## src/design/bdq_pkg.sv

```systemverilog
// ----------------------------------------------------------------------------
// bdq_pkg
// Shared constants, codes, types and helpers of the bounded deque unit.
// ----------------------------------------------------------------------------
package bdq_pkg;

    localparam int DEPTH      = 16;
    localparam int IDX_W      = (DEPTH > 1) ? $clog2(DEPTH) : 1;
    localparam int CNT_W      = $clog2(DEPTH + 1);
    localparam int SUM_W      = CNT_W + 1;
    localparam int CMD_W      = 3;
    localparam int STATUS_W   = 2;
    localparam int DATA_W     = 32;
    localparam int ELEM_CNT_W = 12;

    typedef enum logic [CMD_W-1:0] {
        CMD_PUSH_FRONT = 3'd0,
        CMD_PUSH_BACK  = 3'd1,
        CMD_POP_FRONT  = 3'd2,
        CMD_POP_BACK   = 3'd3,
        CMD_CLEAR      = 3'd4,
        CMD_QUERY      = 3'd5
    } t_cmd;

    typedef enum logic [STATUS_W-1:0] {
        ST_OK    = 2'd0,
        ST_FULL  = 2'd1,
        ST_EMPTY = 2'd2
    } t_status;

    // Controller to datapath commands
    typedef struct packed {
        logic load;      // capture the accepted command
        logic exec;      // apply push, pop check, clear
        logic popsub;    // finish a pop with the read entry
        logic scan;      // walk the held entries for the maximum
        logic out_load;  // capture the result into the output register
    } t_dp_ctl;

    // Datapath to controller status
    typedef struct packed {
        logic need_sub;
        logic scan_done;
    } t_dp_sts;

    // Circular slot: (base + off) mod DEPTH, with base < DEPTH and off <= DEPTH
    function automatic logic [IDX_W-1:0] slot_add(logic [IDX_W-1:0] base,
                                                  logic [CNT_W-1:0] off);
        logic [SUM_W-1:0] s;
        s = SUM_W'(base) + SUM_W'(off);
        if (s >= SUM_W'(DEPTH)) begin
            s = s - SUM_W'(DEPTH);
        end
        return s[IDX_W-1:0];
    endfunction

endpackage

```

## src/design/bdq_ctrl.sv

```systemverilog
// ----------------------------------------------------------------------------
// bdq_ctrl
// Sequencer: steps one command through execute, pop fixup, scan and output.
// ----------------------------------------------------------------------------
module bdq_ctrl
    import bdq_pkg::*;
(
    input  logic    i_clk,
    input  logic    i_rst_n,
    input  logic    i_in_valid,
    output logic    o_in_ready,
    output logic    o_out_valid,
    input  logic    i_out_ready,
    input  t_dp_sts i_sts,
    output t_dp_ctl o_ctl
);

    typedef enum logic [2:0] {
        S_IDLE,
        S_EXEC,
        S_POPSUB,
        S_SCAN,
        S_OUT
    } t_state;

    t_state r_state, n_state;
    logic   r_out_valid, n_out_valid;
    logic   out_free;

    assign out_free   = !r_out_valid || i_out_ready;
    assign o_in_ready = (r_state == S_IDLE);
    assign o_out_valid = r_out_valid;

    // Next state and commands
    always_comb begin
        n_state     = r_state;
        n_out_valid = r_out_valid && !i_out_ready;
        o_ctl       = '0;
        case (r_state)
            S_IDLE: begin
                if (i_in_valid) begin
                    o_ctl.load = 1'b1;
                    n_state    = S_EXEC;
                end
            end
            S_EXEC: begin
                o_ctl.exec = 1'b1;
                n_state    = i_sts.need_sub ? S_POPSUB : S_SCAN;
            end
            S_POPSUB: begin
                o_ctl.popsub = 1'b1;
                n_state      = S_SCAN;
            end
            S_SCAN: begin
                o_ctl.scan = 1'b1;
                if (i_sts.scan_done) begin
                    n_state = S_OUT;
                end
            end
            S_OUT: begin
                if (out_free) begin
                    o_ctl.out_load = 1'b1;
                    n_out_valid    = 1'b1;
                    n_state        = S_IDLE;
                end
            end
            default: begin
                n_state = S_IDLE;
            end
        endcase
    end

    // Hold state and output valid
    always_ff @(posedge i_clk) begin
        if (!i_rst_n) begin
            r_state     <= S_IDLE;
            r_out_valid <= 1'b0;
        end else begin
            r_state     <= n_state;
            r_out_valid <= n_out_valid;
        end
    end

endmodule

```

## config.mk

```make
export PLATFORM = sky130hd
export DESIGN_NAME = bdq_ctrl
export DESIGN_NICKNAME = d
export VERILOG_FILES = /design/src/design/bdq_pkg.sv /design/src/design/bdq_ctrl.sv
export SDC_FILE = /design/constraint.sdc
export NUM_CORES = 1
export LEC_CHECK = 0
export BUFFER_PORTS_ARGS = -buffer_cell sky130_fd_sc_hd__buf_4
export CORE_AREA = 2 2 39 41
export DETAILED_ROUTE_END_ITERATION = 12
export DIE_AREA = 0 0 41 43
export PLACE_DENSITY = 0.37
export SLEW_MARGIN = 0
export SYNTH_ARGS = -nofsm -noshare
export SYNTH_HDL_FRONTEND = slang
export SYNTH_SLANG_ARGS = --single-unit
```

## constraint.sdc

```tcl
create_clock -name i_clk -period 1 [get_ports i_clk]
set_input_delay 0.15 -clock i_clk [delete_from_list [all_inputs] [get_ports i_clk]]
set_output_delay 0.15 -clock i_clk [all_outputs]
set_load 0.05 [all_outputs]
```

==> results by group <==
STA
  – Setup ws final: -0.364 ns
  – Worst-Margin Slew: 0.140 ns
  – Crit path time final: 1.36 ns
  – Max Transition Viols Final: 0
  – Worst slew margin: 90.7%
  – Tcrit/Tclk final: 136%
  – Achievable frequency: 0.733 GHz
  – # setup viols final: 9
  – Final hold slack: 0.199 ns
  – Post-Route Skew: 0.00181 ns
  – Final hold violations: 0
  – RSZ-0062 raised after global routing: true

Worst setup path
  – CP max stage delay: 0.39 ns
  – Worst R2R Path Depth: 5
  – Crit Path Category: flop to output port
  – CP max stage cell: or3b_4
  – Crit. Startpoint: r_state[2]
  – Startpoint class of the critical path: flop
  – CP required: 0.85 ns
  – Critical path, cell by cell: or3b_4 -> nor2b_4 -> buf_6
  – Reg2reg setup slack: -0.23 ns
  – Crit Reg-Reg Endpoint: o_out_valid
  – Crit path max fanout: 2
  – Worst path depth: 3
  – CP endpoint kind: output port
  – Crit path max-delay family: simple AND/OR/NAND/NOR gates
  – Crit path buffers/inverters: 1
  – Crit Reg-Reg Startpoint: r_state[2]
  – Worst EP arrival: 1.21 ns
  – Crit path to: o_ctl[0]

Yosys
  – Mapped Area: 236 sq um
  – Post-synthesis cell count: 25
  – Mapped Avg Cell Area: 9.46 sq um
  – Library cells used by synthesis: 19
  – Post-Syn Nets: 31
  – Seq cells post-synth: 4
  – Seq/Total Area, Yosys: 33.9%
  – Yosys warnings: 0

Finish
  – Nets@finish: 55
  – Post-layout util: 37.2%
  – Filler cells: 151
  – Antenna diodes: 0
  – Most common cell after layout, fill and taps aside: buf_4
  – Commonest cells after routing, fill and taps aside: buf_4, buf_6, clkbuf_4
  – Layout cells sized above 1: 74.5%
  – Syn-to-layout area delta: 117%

Status
  – Failing checks: negative setup slack
  – Status: finished, violations left

Power and ir drop
  – Power Density: 1350 nW/um^2
  – Leak Pwr: 0.239 nW
  – Comb pwr share: 45.9%
  – Total internal power: 0.464 mW
  – Worst VDD drop: 0.571 mV
  – Flop pwr share: 25.7%
  – Clock group share of total power: 28.4%
  – Net switching power: 0.232 mW
  – Sw frac: 33.4%

Floorplan
  – Site Rows: 14
  – # IOs: 13
  – Initial Util: 17.1%
  – Chip height: 43 microns
  – Chip width: 41 microns
  – DIE AREA: 1760 sq um
  – Core footprint: 1380 sq um

Place
  – Pre-CTS setup slack: -0.150 ns
  – HPWL Detailed: 518 microns
  – Routability cong.: 0.619
  – Number of buffers added on ports: 12

GRT
  – Largest net degree at the start of global routing: 9
  – Vias in the first global route: 302
  – First-pass GRT wire length: 1.17 mm
  – GRT Total Usage: 10.3%
  – Total congestion overflow: 0
  – Antenna violations before repair: 0

Clocking
  – Sink Count: 4
  – CTS tree: done
  – Worst-path clk slew: 0.04 ns
  – Skew-Pair Late Insertion Delay: 0.23 ns
  – H-tree level count: 1
  – Number of CTS-inserted buffers: 3
  – CTS root buf: clkbuf_4
  – Maximum root-to-sink buffer count: 2

Routing
  – Vias/cell: 4.41
  – DR iter-0 viols: 2
  – Remaining DRCs: 0
  – Post-route ant nets: 0
  – TritonRoute pass-1 iters: 2
  – Vias: 278
  – Final wirelength: 668 microns
  – Wire length per cell: 10.6 microns

Hold path
  – Worst min-delay path class: input port to flop

Job
  – Max Cap Violations: 0
-- kinds of logic after synthesis --
kind of cell    synth area share (%)
simple gates                    42.9
flops                           33.9
compound gates                  14.8
buf+inv                         8.46
-- timing repair --
action | CTS | global route
pin swaps | 2 | 3
buffers inserted | 1 | 2
hold buffers | 0 | 0
setup endpoints to repair | 9 | 9
gates resized for setup | 13 | 2
-- how the worst min path moves through the flow --
| stage | from | end | cells past startpoint |
|---|---|---|---|
| after CTS | i_rst_n | o_out_valid | 3 |
| final | i_rst_n | o_out_valid | 3 |
| after detailed placement | i_rst_n | o_out_valid | 3 |
| after global routing | i_out_ready | r_state[2] | 3 |
| after floorplan | i_rst_n | o_out_valid | 2 |
| after global placement | i_rst_n | o_out_valid | 3 |
-- routing by layer --
layer  track usage, %  vias to the layer above  part of all wire (%)
met5                0                        -                     0
li1                 -                      134                     -
met3             2.09                        2                   8.4
met1             10.3                      130                    35
met4             12.0                        0                   1.6
met2             15.3                       12                    54
-- cell usage after synthesis --
master / n / share of area (%)
dfxtp_1: 4 / 34
nor2b_1: 3 / 7.9
nor3b_1: 2 / 6.3
a21oi_2: 1 / 3.7
and2_1: 1 / 2.6
and2b_1: 1 / 3.2
and3b_2: 1 / 4.2
buf_2: 1 / 2.1
buf_6: 1 / 4.8
inv_1: 1 / 1.6
nand2b_1: 1 / 2.6
nand3_1: 1 / 2.1
nand3b_1: 1 / 3.2
nand4b_1: 1 / 3.7
nor3_1: 1 / 2.1
o211a_1: 1 / 4.2
o22ai_1: 1 / 2.6
o311a_1: 1 / 4.2
or3b_4: 1 / 4.8
-- area by class of cell --
class / instances / area, sq um / area share, %
Sequential cell: 4 / 82.6 / 16.1
Timing Repair Buffer: 21 / 199 / 38.7
Inverter: 1 / 3.75 / 0.730
Multi-Input combinational cell: 18 / 186 / 36.3
Clock buffer: 3 / 22.5 / 4.38
Tap cell: 16 / 20.0 / 3.89
-- power by group through the flow --
stage	clock, mW	combinational (mW)	sequential [mW]
after floorplan	0	0.186	0.180
after global placement	0	0.261	0.180
after detailed placement	0	0.260	0.180
after CTS	0.210	0.301	0.179
after global routing	0.210	0.341	0.180
final	0.198	0.319	0.179
-- sequential cells by signal, indices dropped and copies added (netlist names) --
| signal | flops |
|---|---|
| r_state | 3 |
| o_out_valid | 1 |
-- worst reg2reg max path: cells and delay by family (launching register included) --
kind,cells,cell delay (ns)
and+or+nand+nor,1,0.39
buffers and inverters,3,0.35
AOI/OAI and AO/OA,1,0.11
DFF,1,0.32
-- stage by stage --
step           TNS, ns  cells  cell area, sq um  power [mW]
2_1_floorplan    -1.26     25               275       0.366
3_3_place_gp    -0.359     57               408       0.441
3_5_place_dp    -0.434     57               408       0.440
4_1_cts          -2.06     61               492       0.690
5_1_grt          -2.61     63               514       0.731
6_report         -2.13     63               514       0.696
No activity file was read; power rests on OpenSTA's default activity.
