`config.mk`:
```
export PLATFORM = sky130hd
export DESIGN_NAME = bdq_dpath
export DESIGN_NICKNAME = d
export VERILOG_FILES = /design/src/design/bdq_pkg.sv /design/src/design/bdq_dpath.sv
export SDC_FILE = /design/constraint.sdc
export NUM_CORES = 1
export LEC_CHECK = 0
export ABC_CLOCK_PERIOD_IN_PS = 3900
export BUFFER_PORTS_ARGS = -buffer_cell sky130_fd_sc_hd__buf_2
export CAP_MARGIN = 25
export CORE_MARGIN = 2
export CORE_UTILIZATION = 55
export CTS_BUF_LIST = sky130_fd_sc_hd__clkbuf_4 sky130_fd_sc_hd__clkbuf_8
export DETAILED_ROUTE_END_ITERATION = 8
export PLACE_DENSITY_LB_ADDON = 0.08
export SETUP_SLACK_MARGIN = 0.5
export SLEW_MARGIN = 15
export SYNTH_ARGS = -nofsm -noshare
export SYNTH_HDL_FRONTEND = slang
export SYNTH_SLANG_ARGS = --single-unit
```
`constraint.sdc`:
```
create_clock -name i_clk -period 3.9 [get_ports i_clk]
set_clock_uncertainty 0.05 [all_clocks]
set_input_delay 0.78 -clock i_clk [delete_from_list [all_inputs] [get_ports i_clk]]
set_output_delay 0.78 -clock i_clk [all_outputs]
set_load 0.01 [all_outputs]
```
`src/design/bdq_pkg.sv`:
```
// ----------------------------------------------------------------------------
// bdq_pkg
// Shared constants, codes, types and helpers of the bounded deque unit.
// ----------------------------------------------------------------------------
package bdq_pkg;

    localparam int DEPTH      = 16;
    localparam int IDX_W      = (DEPTH > 1) ? $clog2(DEPTH) : 1;
    localparam int CNT_W      = $clog2(DEPTH + 1);
    localparam int SUM_W      = CNT_W + 1;
    localparam int CMD_W      = 3;
    localparam int STATUS_W   = 2;
    localparam int DATA_W     = 32;
    localparam int ELEM_CNT_W = 12;

    typedef enum logic [CMD_W-1:0] {
        CMD_PUSH_FRONT = 3'd0,
        CMD_PUSH_BACK  = 3'd1,
        CMD_POP_FRONT  = 3'd2,
        CMD_POP_BACK   = 3'd3,
        CMD_CLEAR      = 3'd4,
        CMD_QUERY      = 3'd5
    } t_cmd;

    typedef enum logic [STATUS_W-1:0] {
        ST_OK    = 2'd0,
        ST_FULL  = 2'd1,
        ST_EMPTY = 2'd2
    } t_status;

    // Controller to datapath commands
    typedef struct packed {
        logic load;      // capture the accepted command
        logic exec;      // apply push, pop check, clear
        logic popsub;    // finish a pop with the read entry
        logic scan;      // walk the held entries for the maximum
        logic out_load;  // capture the result into the output register
    } t_dp_ctl;

    // Datapath to controller status
    typedef struct packed {
        logic need_sub;
        logic scan_done;
    } t_dp_sts;

    // Circular slot: (base + off) mod DEPTH, with base < DEPTH and off <= DEPTH
    function automatic logic [IDX_W-1:0] slot_add(logic [IDX_W-1:0] base,
                                                  logic [CNT_W-1:0] off);
        logic [SUM_W-1:0] s;
        s = SUM_W'(base) + SUM_W'(off);
        if (s >= SUM_W'(DEPTH)) begin
            s = s - SUM_W'(DEPTH);
        end
        return s[IDX_W-1:0];
    endfunction

endpackage

```
`src/design/bdq_dpath.sv`:
```
// ----------------------------------------------------------------------------
// bdq_dpath
// Element store, front/count/sum registers, maximum scan and result register.
// ----------------------------------------------------------------------------
module bdq_dpath
    import bdq_pkg::*;
(
    input  logic                         i_clk,
    input  logic                         i_rst_n,
    input  t_dp_ctl                      i_ctl,
    output t_dp_sts                      o_sts,
    input  logic [CMD_W-1:0]             i_command,
    input  logic signed [DATA_W-1:0]     i_value,
    output logic [STATUS_W-1:0]          o_status,
    output logic signed [ELEM_CNT_W-1:0] o_element_count,
    output logic signed [DATA_W-1:0]     o_element_sum,
    output logic signed [DATA_W-1:0]     o_largest_value
);

    logic [DATA_W-1:0]   mem [DEPTH];
    logic [DATA_W-1:0]   r_rdata;

    logic [CMD_W-1:0]    r_cmd;
    logic [DATA_W-1:0]   r_val;
    logic [IDX_W-1:0]    r_front, n_front;
    logic [CNT_W-1:0]    r_count, n_count;
    logic [DATA_W-1:0]   r_sum, n_sum;
    t_status             r_status, n_status;
    logic [CNT_W-1:0]    r_scan_idx;
    logic                r_rd_pend;
    logic                r_first;
    logic [DATA_W-1:0]   r_best;

    logic [STATUS_W-1:0]   r_out_status;
    logic [ELEM_CNT_W-1:0] r_out_count;
    logic [DATA_W-1:0]     r_out_sum;
    logic [DATA_W-1:0]     r_out_max;

    logic                rd_en;
    logic [IDX_W-1:0]    rd_addr;
    logic                wr_en;
    logic [IDX_W-1:0]    wr_addr;
    logic                is_full;
    logic                is_empty;
    logic                scan_issue;
    logic [IDX_W-1:0]    front_dec;

    assign is_full    = (r_count >= CNT_W'(DEPTH));
    assign is_empty   = (r_count == '0);
    assign scan_issue = i_ctl.scan && (r_scan_idx < r_count);
    assign front_dec  = (r_front == '0) ? IDX_W'(DEPTH - 1) : r_front - 1'b1;

    assign o_sts.need_sub  = ((r_cmd == CMD_POP_FRONT) || (r_cmd == CMD_POP_BACK))
                             && !is_empty;
    assign o_sts.scan_done = !(r_scan_idx < r_count) && !r_rd_pend;

    // Execute the command and finish pops
    always_comb begin
        n_front  = r_front;
        n_count  = r_count;
        n_sum    = r_sum;
        n_status = r_status;
        wr_en    = 1'b0;
        wr_addr  = front_dec;
        rd_en    = scan_issue;
        rd_addr  = slot_add(r_front, r_scan_idx);
        if (i_ctl.exec) begin
            case (r_cmd)
                CMD_PUSH_FRONT, CMD_PUSH_BACK: begin
                    if (is_full) begin
                        n_status = ST_FULL;
                    end else begin
                        wr_en   = 1'b1;
                        n_count = r_count + 1'b1;
                        n_sum   = r_sum + r_val;
                        if (r_cmd == CMD_PUSH_FRONT) begin
                            n_front = front_dec;
                        end else begin
                            wr_addr = slot_add(r_front, r_count);
                        end
                    end
                end
                CMD_POP_FRONT, CMD_POP_BACK: begin
                    if (is_empty) begin
                        n_status = ST_EMPTY;
                    end else begin
                        rd_en   = 1'b1;
                        rd_addr = (r_cmd == CMD_POP_FRONT) ? r_front
                                  : slot_add(r_front, r_count - 1'b1);
                    end
                end
                CMD_CLEAR: begin
                    n_front = '0;
                    n_count = '0;
                    n_sum   = '0;
                end
                default: begin
                end
            endcase
        end else if (i_ctl.popsub) begin
            n_sum   = r_sum - r_rdata;
            n_count = r_count - 1'b1;
            if (r_cmd == CMD_POP_FRONT) begin
                n_front = slot_add(r_front, CNT_W'(1));
            end
        end else if (i_ctl.load) begin
            n_status = ST_OK;
        end
    end

    // Element store with one write port and a registered read port
    always_ff @(posedge i_clk) begin
        if (wr_en) begin
            mem[wr_addr] <= r_val;
        end
        if (rd_en) begin
            r_rdata <= mem[rd_addr];
        end
    end

    // Queue control registers and scan sequencing
    always_ff @(posedge i_clk) begin
        if (!i_rst_n) begin
            r_front    <= '0;
            r_count    <= '0;
            r_sum      <= '0;
            r_status   <= ST_OK;
            r_scan_idx <= '0;
            r_rd_pend  <= 1'b0;
            r_first    <= 1'b1;
        end else begin
            r_front  <= n_front;
            r_count  <= n_count;
            r_sum    <= n_sum;
            r_status <= n_status;
            if (i_ctl.load) begin
                r_scan_idx <= '0;
                r_rd_pend  <= 1'b0;
                r_first    <= 1'b1;
            end else if (i_ctl.scan) begin
                r_rd_pend <= scan_issue;
                if (scan_issue) begin
                    r_scan_idx <= r_scan_idx + 1'b1;
                end
                if (r_rd_pend) begin
                    r_first <= 1'b0;
                end
            end
        end
    end

    // Capture command payload and track the running maximum
    always_ff @(posedge i_clk) begin
        if (i_ctl.load) begin
            r_cmd <= i_command;
            r_val <= i_value;
        end
        if (i_ctl.scan && r_rd_pend) begin
            if (r_first || ($signed(r_rdata) > $signed(r_best))) begin
                r_best <= r_rdata;
            end
        end
    end

    // Result register; empty queue reads all ones
    always_ff @(posedge i_clk) begin
        if (i_ctl.out_load) begin
            r_out_status <= r_status;
            if (is_empty) begin
                r_out_count <= '1;
                r_out_sum   <= '1;
                r_out_max   <= '1;
            end else begin
                r_out_count <= ELEM_CNT_W'(r_count);
                r_out_sum   <= r_sum;
                r_out_max   <= r_best;
            end
        end
    end

    assign o_status        = r_out_status;
    assign o_element_count = r_out_count;
    assign o_element_sum   = r_out_sum;
    assign o_largest_value = r_out_max;

endmodule

```
==> results.json, run 1 <==
{
  "routed.top_layer": "met4",
  "ant_nets": 0,
  "yosys.area_share.simple_pct": 4.661,
  "vias_per_cell": 6.045,
  "synth-seq-cells": 733,
  "cts.sinks": 733,
  "vias": 18960,
  "synth_compound_area_share_pct": 7.859,
  "reg2reg_depth": 13,
  "synth_cell_type_count": 86,
  "clk_pin_slew_worst_paths_ns": 0.06,
  "synthMuxAreaShare_pct": 12.06,
  "hp-class": "primary input to flip-flop",
  "first_pass_iters": 7,
  "min_period_ns": 3.365,
  "root_buffer": "clkbuf_8",
  "finalPower_uw": 20490,
  "synth_edf_count": 683,
  "whs_path_depth": 1,
  "hp-start": "i_value[20]",
  "coreArea_um2": 58690,
  "drcViolationCount": 0,
  "synth_area_um2": 32510,
  "dr_wl_met2_um": 38630,
  "wirelength_um": 80460,
  "worst-path-max-fanout": 25,
  "wl_met3_um": 5358,
  "reg2reg_slack_ns": 0.54,
  "grt.total_usage_pct": 26.53,
  "maxCapViolCount": 0,
  "htree_levels": 3,
  "leakage_uw": 0.01337,
  "place.gp.congestion": 0.9584,
  "grt-ovfl-total": 0,
  "ctsLongestPathBuffers": 3,
  "die_area_um2": 61070,
  "seq_area_frac_synth_pct": 66.16,
  "wl_met1_um": 34340,
  "avgRoutedWirePerCell_um": 25.66,
  "hold_buffers": 0,
  "timing.fmax_mhz": 297.2,
  "hold_viol_final": 0,
  "ios": 122,
  "critical_path.startpoint_type": "flip-flop",
  "grt_pass1_wl_um": 118100,
  "finalCoreUtilization_pct": 63.67,
  "die_height_um": 247.1,
  "dp_hpwl_um": 48950,
  "avgSynthCellArea_um2": 16.08,
  "path_class": "flip-flop to flip-flop",
  "cp.arrival_ns": 3.76,
  "area_growth_pct": 14.93,
  "worst_r2r_endpoint": "r_rdata[14]",
  "finalSetupViolCount": 0,
  "cts_tree": "done",
  "synth_flop_cell": "edfxtp_1",
  "yosys_warnings": 0,
  "synthCells": 2022,
  "synth_top_family_by_area": "multiplexers",
  "holdWs_ns": 0.1654,
  "final_nets": 2432,
  "worst_slack_ns": 0.5351,
  "rsz0062_at_grt": "true",
  "fin_crit_sh_pct": 86.28,
  "cp-startpoint": "r_count[0]",
  "layout_common_cells": "edfxtp_1, mux4_2, buf_2, clkbuf_8, ha_1",
  "final_common_cell": "edfxtp_1",
  "cts_buffers": 115,
  "initial_core_util_pct": 55.40,
  "maxSlewHeadroom_pct": 36.93,
  "critPathRequiredTime_ns": 4.29,
  "grt_pass1_vias": 19190,
  "post-place-ws_ns": 0.2016,
  "synthXorXnorAreaFrac_pct": 1.963,
  "tns_ns": 0,
  "tightest_slew_ns": 0.9461,
  "maxSlewViolCount": 0,
  "ir_drop_v": 0.0003659,
  "clock_latency_ns": 0.74,
  "hold-path-endpoint": "r_val[20]",
  "fp.dieW_um": 247.1,
  "port-buffer-count": 121,
  "status": "complete, no violations",
  "final_layout_size_suffix_gt1_share_pct": 26.80,
  "synth-adder-area-share_pct": 4.657,
  "timing.rr.start": "r_count[0]",
  "antenna_found_initial": 4,
  "async_flop_share_pct": 0,
  "std_cell_rows": 89,
  "critPathCaptureType": "flip-flop",
  "synthesis.nets": 2182,
  "pwr_density_cell_nw_per_um2": 548.3,
  "drt_iter0_drc": 1755,
  "grt_max_degree": 73
}
-- cell type report --
class,instances,area (µm²)
diodes,1,2.502
clock buffers,161,1947
clock inverters,46,272.8
fillers,4279,21320
inverters,87,326.6
multi-input cells,1109,10430
flip-flops and latches,733,21510
well taps,773,967.2
repair buffers,226,1903
-- per-stage QoR --
| step | cells | area [µm²] |
|---|---|---|
| 6_report | 3136 | 37370 |
| 5_1_grt | 3136 | 37370 |
| 4_1_cts | 3105 | 36900 |
| 3_5_place_dp | 2890 | 34550 |
| 3_3_place_gp | 2890 | 34550 |
| 2_1_floorplan | 2022 | 32520 |
-- cells by family after synthesis --
logic type | Yosys count
xor gates and xnor gates | 72
DFF | 733
muxes | 230
AOI/OAI and AO/OA | 388
adders and majority gates | 118
buffers and inverters | 180
and+or+nand+nor | 301
-- synth_stat cells (10+ instances only) --
master | instances | area share, %
edfxtp_1 | 683 | 63
mux2i_1 | 101 | 3.1
mux4_2 | 124 | 8.6
or2_2 | 33 | 0.64
o21a_1 | 15 | 0.35
a21oi_1 | 101 | 1.6
nand3_1 | 21 | 0.32
o211ai_1 | 13 | 0.30
nand4_1 | 20 | 0.38
o211a_1 | 14 | 0.43
dfxtp_1 | 50 | 3.1
xnor2_1 | 46 | 1.2
clkbuf_1 | 47 | 0.54
a21o_1 | 43 | 0.99
buf_6 | 15 | 0.52
nand2_1 | 79 | 0.91
nor2_1 | 79 | 0.91
o21ai_0 | 99 | 1.5
xor2_1 | 25 | 0.67
nor2b_1 | 14 | 0.27
nor3_1 | 10 | 0.15
nand2b_1 | 11 | 0.21
buf_2 | 20 | 0.31
inv_1 | 86 | 0.99
ha_1 | 113 | 4.3
-- state kept, by name, indices dropped and copies added, names as in the netlist, 2 cells and up --
name and count:
r_cmd 3, r_rdata 32, r_front 4, r_val 32, mem 512, o_element_sum 32
o_element_count 6, r_status 2, r_count 5, r_sum 32, o_status 2, r_best 32
r_scan_idx 5, o_largest_value 32
-- worst max-delay path: stages (launching register included) --
cell	delay, ns
dfxtp_1	0.31
inv_1	0.14
ha_4	0.16
xor2_1	0.23
ha_1	0.32
xor2_1	0.16
nor2_1	0.12
a211oi_2	0.07
a21oi_4	0.24
buf_12	0.27
buf_16	0.20
mux4_2	0.33
mux2i_2	0.23
mux2i_2	0.20
-- what timing repair did --
item | 4_1_cts | 5_1_grt
cloned | 1 | 3
buffers inserted | 7 | 27
setup endpoints to repair | 40 | 38
gates resized for setup | 9 | 28
pin swaps | 3 | 2
-- worst max path at each step --
stage	depth (start not counted)	slack (ns)	to
floorplan	5	0.33	mem[10][0]
global placement	13	0.14	r_rdata[13]
detailed placement	13	0.20	r_rdata[13]
CTS	12	0.50	r_rdata[14]
global route	12	0.42	r_sum[31]
finish	13	0.54	r_rdata[14]
-- power breakdown --
part	switching (µW)	leakage [µW]	internal [µW]
clock	2990	0.00118	3290
combinational	2610	0.00555	2060
sequential	397	0.00663	9140
-- per-layer routing --
| metal | global-route usage [%] | vias up |
|---|---|---|
| met5 | 0 | - |
| met4 | 9.213 | 0 |
| met3 | 4.146 | 125 |
| met2 | 42.98 | 667 |
| met1 | 36.85 | 9700 |
| li1 | - | 8466 |
No activity file was read; power rests on OpenSTA's default activity.
==> run 2, diff against run 1 <==
--- a/config.mk
+++ b/config.mk
@@ -9,10 +9,11 @@
 export BUFFER_PORTS_ARGS = -buffer_cell sky130_fd_sc_hd__buf_2
 export CAP_MARGIN = 25
 export CORE_MARGIN = 2
-export CORE_UTILIZATION = 55
+export CORE_UTILIZATION = 58
 export CTS_BUF_LIST = sky130_fd_sc_hd__clkbuf_4 sky130_fd_sc_hd__clkbuf_8
 export DETAILED_ROUTE_END_ITERATION = 8
-export PLACE_DENSITY_LB_ADDON = 0.08
+export PLACE_DENSITY = 0.78
+export RECOVER_POWER = 50
 export SETUP_SLACK_MARGIN = 0.5
 export SLEW_MARGIN = 15
 export SYNTH_ARGS = -nofsm -noshare
==> run 2 against run 1 <==
Effect of this change:
- the flow now finishes with violations (capacitance limit, slew limit)
- power decreased by 0.59%
- global-route usage increased by 0.87 points
- final area decreased by 0.77%
==> results.json, run 2 (synthesized netlist as in run 1, its figures left out) <==
{
  "layout_common_cells": "edfxtp_1, mux4_2, buf_2, clkbuf_8, ha_1",
  "largest_reg_flops": 512,
  "timing.fmax_mhz": 292.4,
  "worst_r2r_endpoint": "r_rdata[22]",
  "grt_pass1_wl_um": 116500,
  "grt_max_degree": 54,
  "antenna_found_initial": 3,
  "dp_hpwl_um": 48890,
  "clk_pin_slew_worst_paths_ns": 0.07,
  "ios": 122,
  "vias": 19120,
  "cts.sinks": 733,
  "status": "finished with violations",
  "wirelength_um": 78520,
  "hold-path-endpoint": "r_val[7]",
  "use_met2_pct": 44.67,
  "coreArea_um2": 55310,
  "nFillCells": 3690,
  "first_pass_iters": 5,
  "maxCapViolCount": 3,
  "ant_nets": 0,
  "finalSetupViolCount": 0,
  "grt_pass1_vias": 19380,
  "use_met1_pct": 37.89,
  "grt-busiest-layer": "met2",
  "violations": "capacitance limit, slew limit",
  "grt.total_usage_pct": 27.40,
  "avgRoutedWirePerCell_um": 25.13,
  "cts_tree": "done",
  "initial_core_util_pct": 58.78,
  "htree_levels": 3,
  "fp.dieW_um": 240.8,
  "drcViolationCount": 0,
  "finalPower_uw": 20370,
  "holdWs_ns": 0.1555,
  "multiInputGateArea_um2": 10380,
  "hp-class": "primary input to flip-flop",
  "regArea_um2": 21510,
  "reg2reg_depth": 15,
  "cts_buffers": 113,
  "top_register": "mem",
  "final_nets": 2441,
  "rsz0062_at_grt": "true",
  "area_growth_pct": 14.05,
  "fin_crit_sh_pct": 87.68,
  "hold_viol_final": 0,
  "grt_use_met3_pct": 4.266,
  "cp.arrival_ns": 3.83,
  "maxSlewHeadroom_pct": -12.60,
  "critPathRequiredTime_ns": 4.31,
  "hp-start": "i_value[7]",
  "whs_path_depth": 1,
  "vias_per_cell": 6.118,
  "final_layout_size_suffix_gt1_share_pct": 23.82,
  "tightest_slew_ns": 1.689,
  "final_cell_area_um2": 37080,
  "worst-path-max-fanout": 8,
  "timing.rr.start": "r_count[1]",
  "grt-ovfl-total": 0,
  "hold_buffers": 0,
  "drt_iter0_drc": 1954,
  "leakage_uw": 0.01316,
  "root_buffer": "clkbuf_8",
  "pwr_density_cell_nw_per_um2": 549.4,
  "ctsLongestPathBuffers": 3,
  "tns_ns": 0,
  "std_cell_rows": 86,
  "min_period_ns": 3.420,
  "clock_latency_ns": 0.75,
  "die_height_um": 240.8,
  "reg2reg_slack_ns": 0.48,
  "die_area_um2": 57960,
  "place.gp.congestion": 0.9666,
  "port-buffer-count": 121,
  "maxSlewViolCount": 98,
  "ir_drop_v": 0.0003090,
  "critPathCaptureType": "flip-flop",
  "path_class": "flip-flop to flip-flop",
  "final_common_cell": "edfxtp_1",
  "post_dp_cell_area_um2": 34500,
  "critical_path.startpoint_type": "flip-flop"
}
run 2: worst max path at each step:
stage	from	to	slack, ns	cells past startpoint
after floorplan	i_ctl[3]	mem[10][0]	0.33	5
after global placement	r_count[1]	r_rdata[6]	0.21	13
after detailed placement	r_count[1]	r_rdata[12]	0.14	13
after CTS	r_val[8]	r_sum[31]	0.51	11
after global routing	r_count[1]	r_rdata[22]	0.26	15
final	r_count[1]	r_rdata[22]	0.48	15
run 2: where the power goes:
group / internal, µW / switching, µW
Sequential: 9150 / 407
Clock: 3300 / 2970
Combinational: 1990 / 2560
Total: 14400 / 5930
run 2: critical path, stage by stage, from the launching register on:
cell and delay [ns]:
dfxtp_1 0.49, inv_1 0.14, ha_1 0.37, inv_1 0.06, ha_1 0.26, a21o_1 0.17, a21oi_1 0.18, xnor2_1 0.15
nor3_2 0.07, a21oi_2 0.23, xnor2_4 0.16, buf_12 0.17, buf_12 0.14, buf_4 0.15, mux2i_1 0.23, mux2i_1 0.12
run 2: cell type report:
cell class	count	area share [%]
Clock buffer	143	4.836
Inverter	87	0.8807
Antenna cell	1	0.006749
Clock inverter	67	1.154
Timing Repair Buffer	237	4.589
Sequential cell	733	58.02
Multi-Input combinational cell	1109	27.99
Tap cell	748	2.524
run 2: stage by stage:
stage / utilization, % / std cells / worst slack, ns
floorplan: - / 2022 / 0.3302
global placement: 62.38 / 2865 / 0.2126
detailed placement: 62.38 / 2865 / 0.1431
CTS: 66.68 / 3087 / 0.5124
global route: 67.04 / 3125 / 0.2583
finish: 67.04 / 3125 / 0.4803
run 2: repair_timing:
action | CTS | global route
gates cloned | 0 | 1
hold endpoints to repair | 0 | 0
resized for setup | 6 | 18
setup buffers | 12 | 36
pin swaps | 2 | 3
endpoints found under the setup margin | 41 | 33
run 2: routing by layer:
metal / vias up / wire length, µm / share of wire [%]
li1: 8498 / - / -
met3: 151 / 6726 / 8.6
met4: 0 / 2315 / 2.9
met1: 9591 / 31370 / 40
met5: - / 0 / 0
met2: 880 / 38110 / 49
==> run 3, diff against run 2 <==
--- a/config.mk
+++ b/config.mk
@@ -8,11 +8,13 @@
 export ABC_CLOCK_PERIOD_IN_PS = 3900
 export BUFFER_PORTS_ARGS = -buffer_cell sky130_fd_sc_hd__buf_2
 export CAP_MARGIN = 25
+export CELL_PAD_IN_SITES_DETAIL_PLACEMENT = 1
+export CELL_PAD_IN_SITES_GLOBAL_PLACEMENT = 1
 export CORE_MARGIN = 2
-export CORE_UTILIZATION = 58
+export CORE_UTILIZATION = 50
 export CTS_BUF_LIST = sky130_fd_sc_hd__clkbuf_4 sky130_fd_sc_hd__clkbuf_8
 export DETAILED_ROUTE_END_ITERATION = 8
-export PLACE_DENSITY = 0.78
+export PLACE_DENSITY_LB_ADDON = 0.1
 export RECOVER_POWER = 50
 export SETUP_SLACK_MARGIN = 0.5
 export SLEW_MARGIN = 15
==> run 3 against run 2 <==
Effect of this change:
- the run still ends with capacitance limit, slew limit left
- sequential cell count is the same
- combinational power grew 7.3%
- setup slack lost 0.077 ns
- global-route usage shrank 0.95 points
- largest power group unchanged
- first-iteration DRC count shrank 26%
- sequential power is essentially flat
- die area grew 16%
- largest cell class unchanged
- hold slack gained 0.0021 ns
- cell count grew 3.6%
- core utilization shrank 8.6 points
==> results.json, run 3 (synthesized netlist as in run 1, its figures left out) <==
{
  "avgRoutedWirePerCell_um": 27.28,
  "fp.dieW_um": 259.0,
  "largest_reg_flops": 512,
  "clk_pin_slew_worst_paths_ns": 0.06,
  "final_common_cell": "edfxtp_1",
  "place.gp.congestion": 0.8994,
  "drt_iter0_drc": 1451,
  "die_height_um": 259.0,
  "final_nets": 2453,
  "cp-startpoint": "r_count[1]",
  "critical_path.startpoint_type": "flip-flop",
  "grt_pass1_wl_um": 130400,
  "wirelength_um": 88320,
  "dr_wl_met2_um": 43160,
  "multiInputGateArea_um2": 10500,
  "std_cell_rows": 93,
  "crit_slowest_cell": "dfxtp_1",
  "timing.fmax_mhz": 286.0,
  "finalPower_uw": 20940,
  "hp-class": "primary input to flip-flop",
  "top_register": "mem",
  "maxSlewViolCount": 173,
  "crit_top_cell": "mux2i_4",
  "fin_crit_sh_pct": 89.66,
  "grt.total_usage_pct": 26.45,
  "cts.sinks": 733,
  "cts_buffers": 119,
  "final_layout_size_suffix_gt1_share_pct": 25.85,
  "initial_core_util_pct": 50.52,
  "first_pass_iters": 5,
  "tightest_slew_ns": 2.082,
  "ir_drop_v": 0.0002766,
  "drcViolationCount": 0,
  "die_area_um2": 67080,
  "cts_tree": "done",
  "coreArea_um2": 64350,
  "critPathRequiredTime_ns": 4.30,
  "grt_pass1_vias": 20510,
  "status": "finished with violations",
  "maxCapViolCount": 4,
  "area_growth_pct": 15.70,
  "ctsLongestPathBuffers": 3,
  "wl_met3_um": 5422,
  "tns_ns": 0,
  "vias_per_cell": 5.960,
  "hold_viol_final": 0,
  "antenna_found_initial": 3,
  "grt-ovfl-total": 0,
  "worst-path-max-fanout": 13,
  "timing.rr.start": "r_count[1]",
  "post-place-ws_ns": 0.02232,
  "grt_max_degree": 73,
  "pwr_density_cell_nw_per_um2": 556.8,
  "hp-start": "i_value[5]",
  "crit_chain": "inv_2 -> ha_4 -> inv_1 -> ha_1 -> a21o_1 -> a21oi_1 -> xnor2_1 -> nor3_1 -> a21oi_2 -> xnor2_4 -> buf_4 -> bufbuf_16 -> mux2i_4 -> mux2i_4",
  "routed.top_layer": "met4",
  "leakage_uw": 0.01336,
  "finalSetupViolCount": 0,
  "cp.arrival_ns": 3.90,
  "wl_met1_um": 37680,
  "rsz0062_at_grt": "true",
  "vias": 19300,
  "cpPeakStageDelay_ns": 0.52,
  "path_class": "flip-flop to flip-flop",
  "post_dp_cell_area_um2": 34670,
  "dp_hpwl_um": 55020,
  "htree_levels": 3,
  "critPathTopFamily": "buffers and inverters",
  "nFillCells": 6011,
  "violations": "capacitance limit, slew limit",
  "maxSlewHeadroom_pct": -38.80,
  "critPathBufInv": 4,
  "ant_nets": 0,
  "worst_slack_ns": 0.4032,
  "n_antenna_cell": 0,
  "regArea_um2": 21510,
  "clock_latency_ns": 0.74,
  "port-buffer-count": 121,
  "root_buffer": "clkbuf_8",
  "final_cell_area_um2": 37610,
  "ios": 122,
  "layout_common_cells": "edfxtp_1, mux4_2, clkbuf_8, buf_2, ha_1",
  "min_period_ns": 3.497,
  "critPathCaptureType": "flip-flop"
}
## run 3: changes by cell type in the layout (fill, tap and decap cells not counted), moves of 6 or more
cell and change:
clkinv_1 -21, mux2i_1 -12, clkinv_2 +8, clkbuf_4 +7
mux2i_2 +7, clkbuf_1 -6
## run 3: what timing repair did
action / CTS / global route
pin swaps: 2 / 1
endpoints found under the setup margin: 45 / 45
endpoints found under the hold margin: 0 / 0
cloned: 5 / 2
gates resized for setup: 21 / 37
buffers inserted: 18 / 29
hold buffers: 0 / 0
## run 3: final timing paths
| kind | end | slack (ns) | depth (start not counted) |
|---|---|---|---|
| setup / recovery | r_rdata[9] | 0.40 | 14 |
| hold / removal | r_val[5] | 0.16 | 1 |
| setup reg to reg | r_rdata[9] | 0.40 | 14 |
| hold reg to reg | o_status[1] | 0.39 | 0 |
## run 3: stage by stage
| step | std cells | hold WS, ns | utilization (%) |
|---|---|---|---|
| floorplan | 2022 | 0.3581 | - |
| global placement | 2973 | 0.3674 | 53.88 |
| detailed placement | 2973 | 0.3735 | 53.88 |
| CTS | 3207 | 0.09453 | 58.02 |
| global route | 3238 | 0.1149 | 58.46 |
| finish | 3238 | 0.1575 | 58.46 |
## run 3: power breakdown
group	internal, µW	switching (µW)	total (µW)
clock network	3410	3090	6500
logic	2120	2760	4880
registers	9150	412	9560
total	14700	6260	20900
## run 3: worst reg2reg max path: stages (launching register included)
cell and delay (ns):
dfxtp_1 0.52, inv_2 0.11, ha_4 0.31, inv_1 0.04, ha_1 0.26, a21o_1 0.17
a21oi_1 0.17, xnor2_1 0.10, nor3_1 0.22, a21oi_2 0.10, xnor2_4 0.22, buf_4 0.18
bufbuf_16 0.34, mux2i_4 0.29, mux2i_4 0.15
## run 3: cell type report
type | instances | area share, %
repair buffers | 243 | 5.113
flip-flops and latches | 733 | 57.19
clock buffers | 156 | 5.109
multi-input cells | 1109 | 27.92
clock inverters | 55 | 0.9580
well taps | 855 | 2.844
inverters | 87 | 0.8682
## run 3: per-layer routing
metal	vias to the layer above	GRT usage [%]
met4	0	8.976
met5	-	0
met1	10050	36.08
li1	8491	-
met3	129	4.150
met2	627	43.59
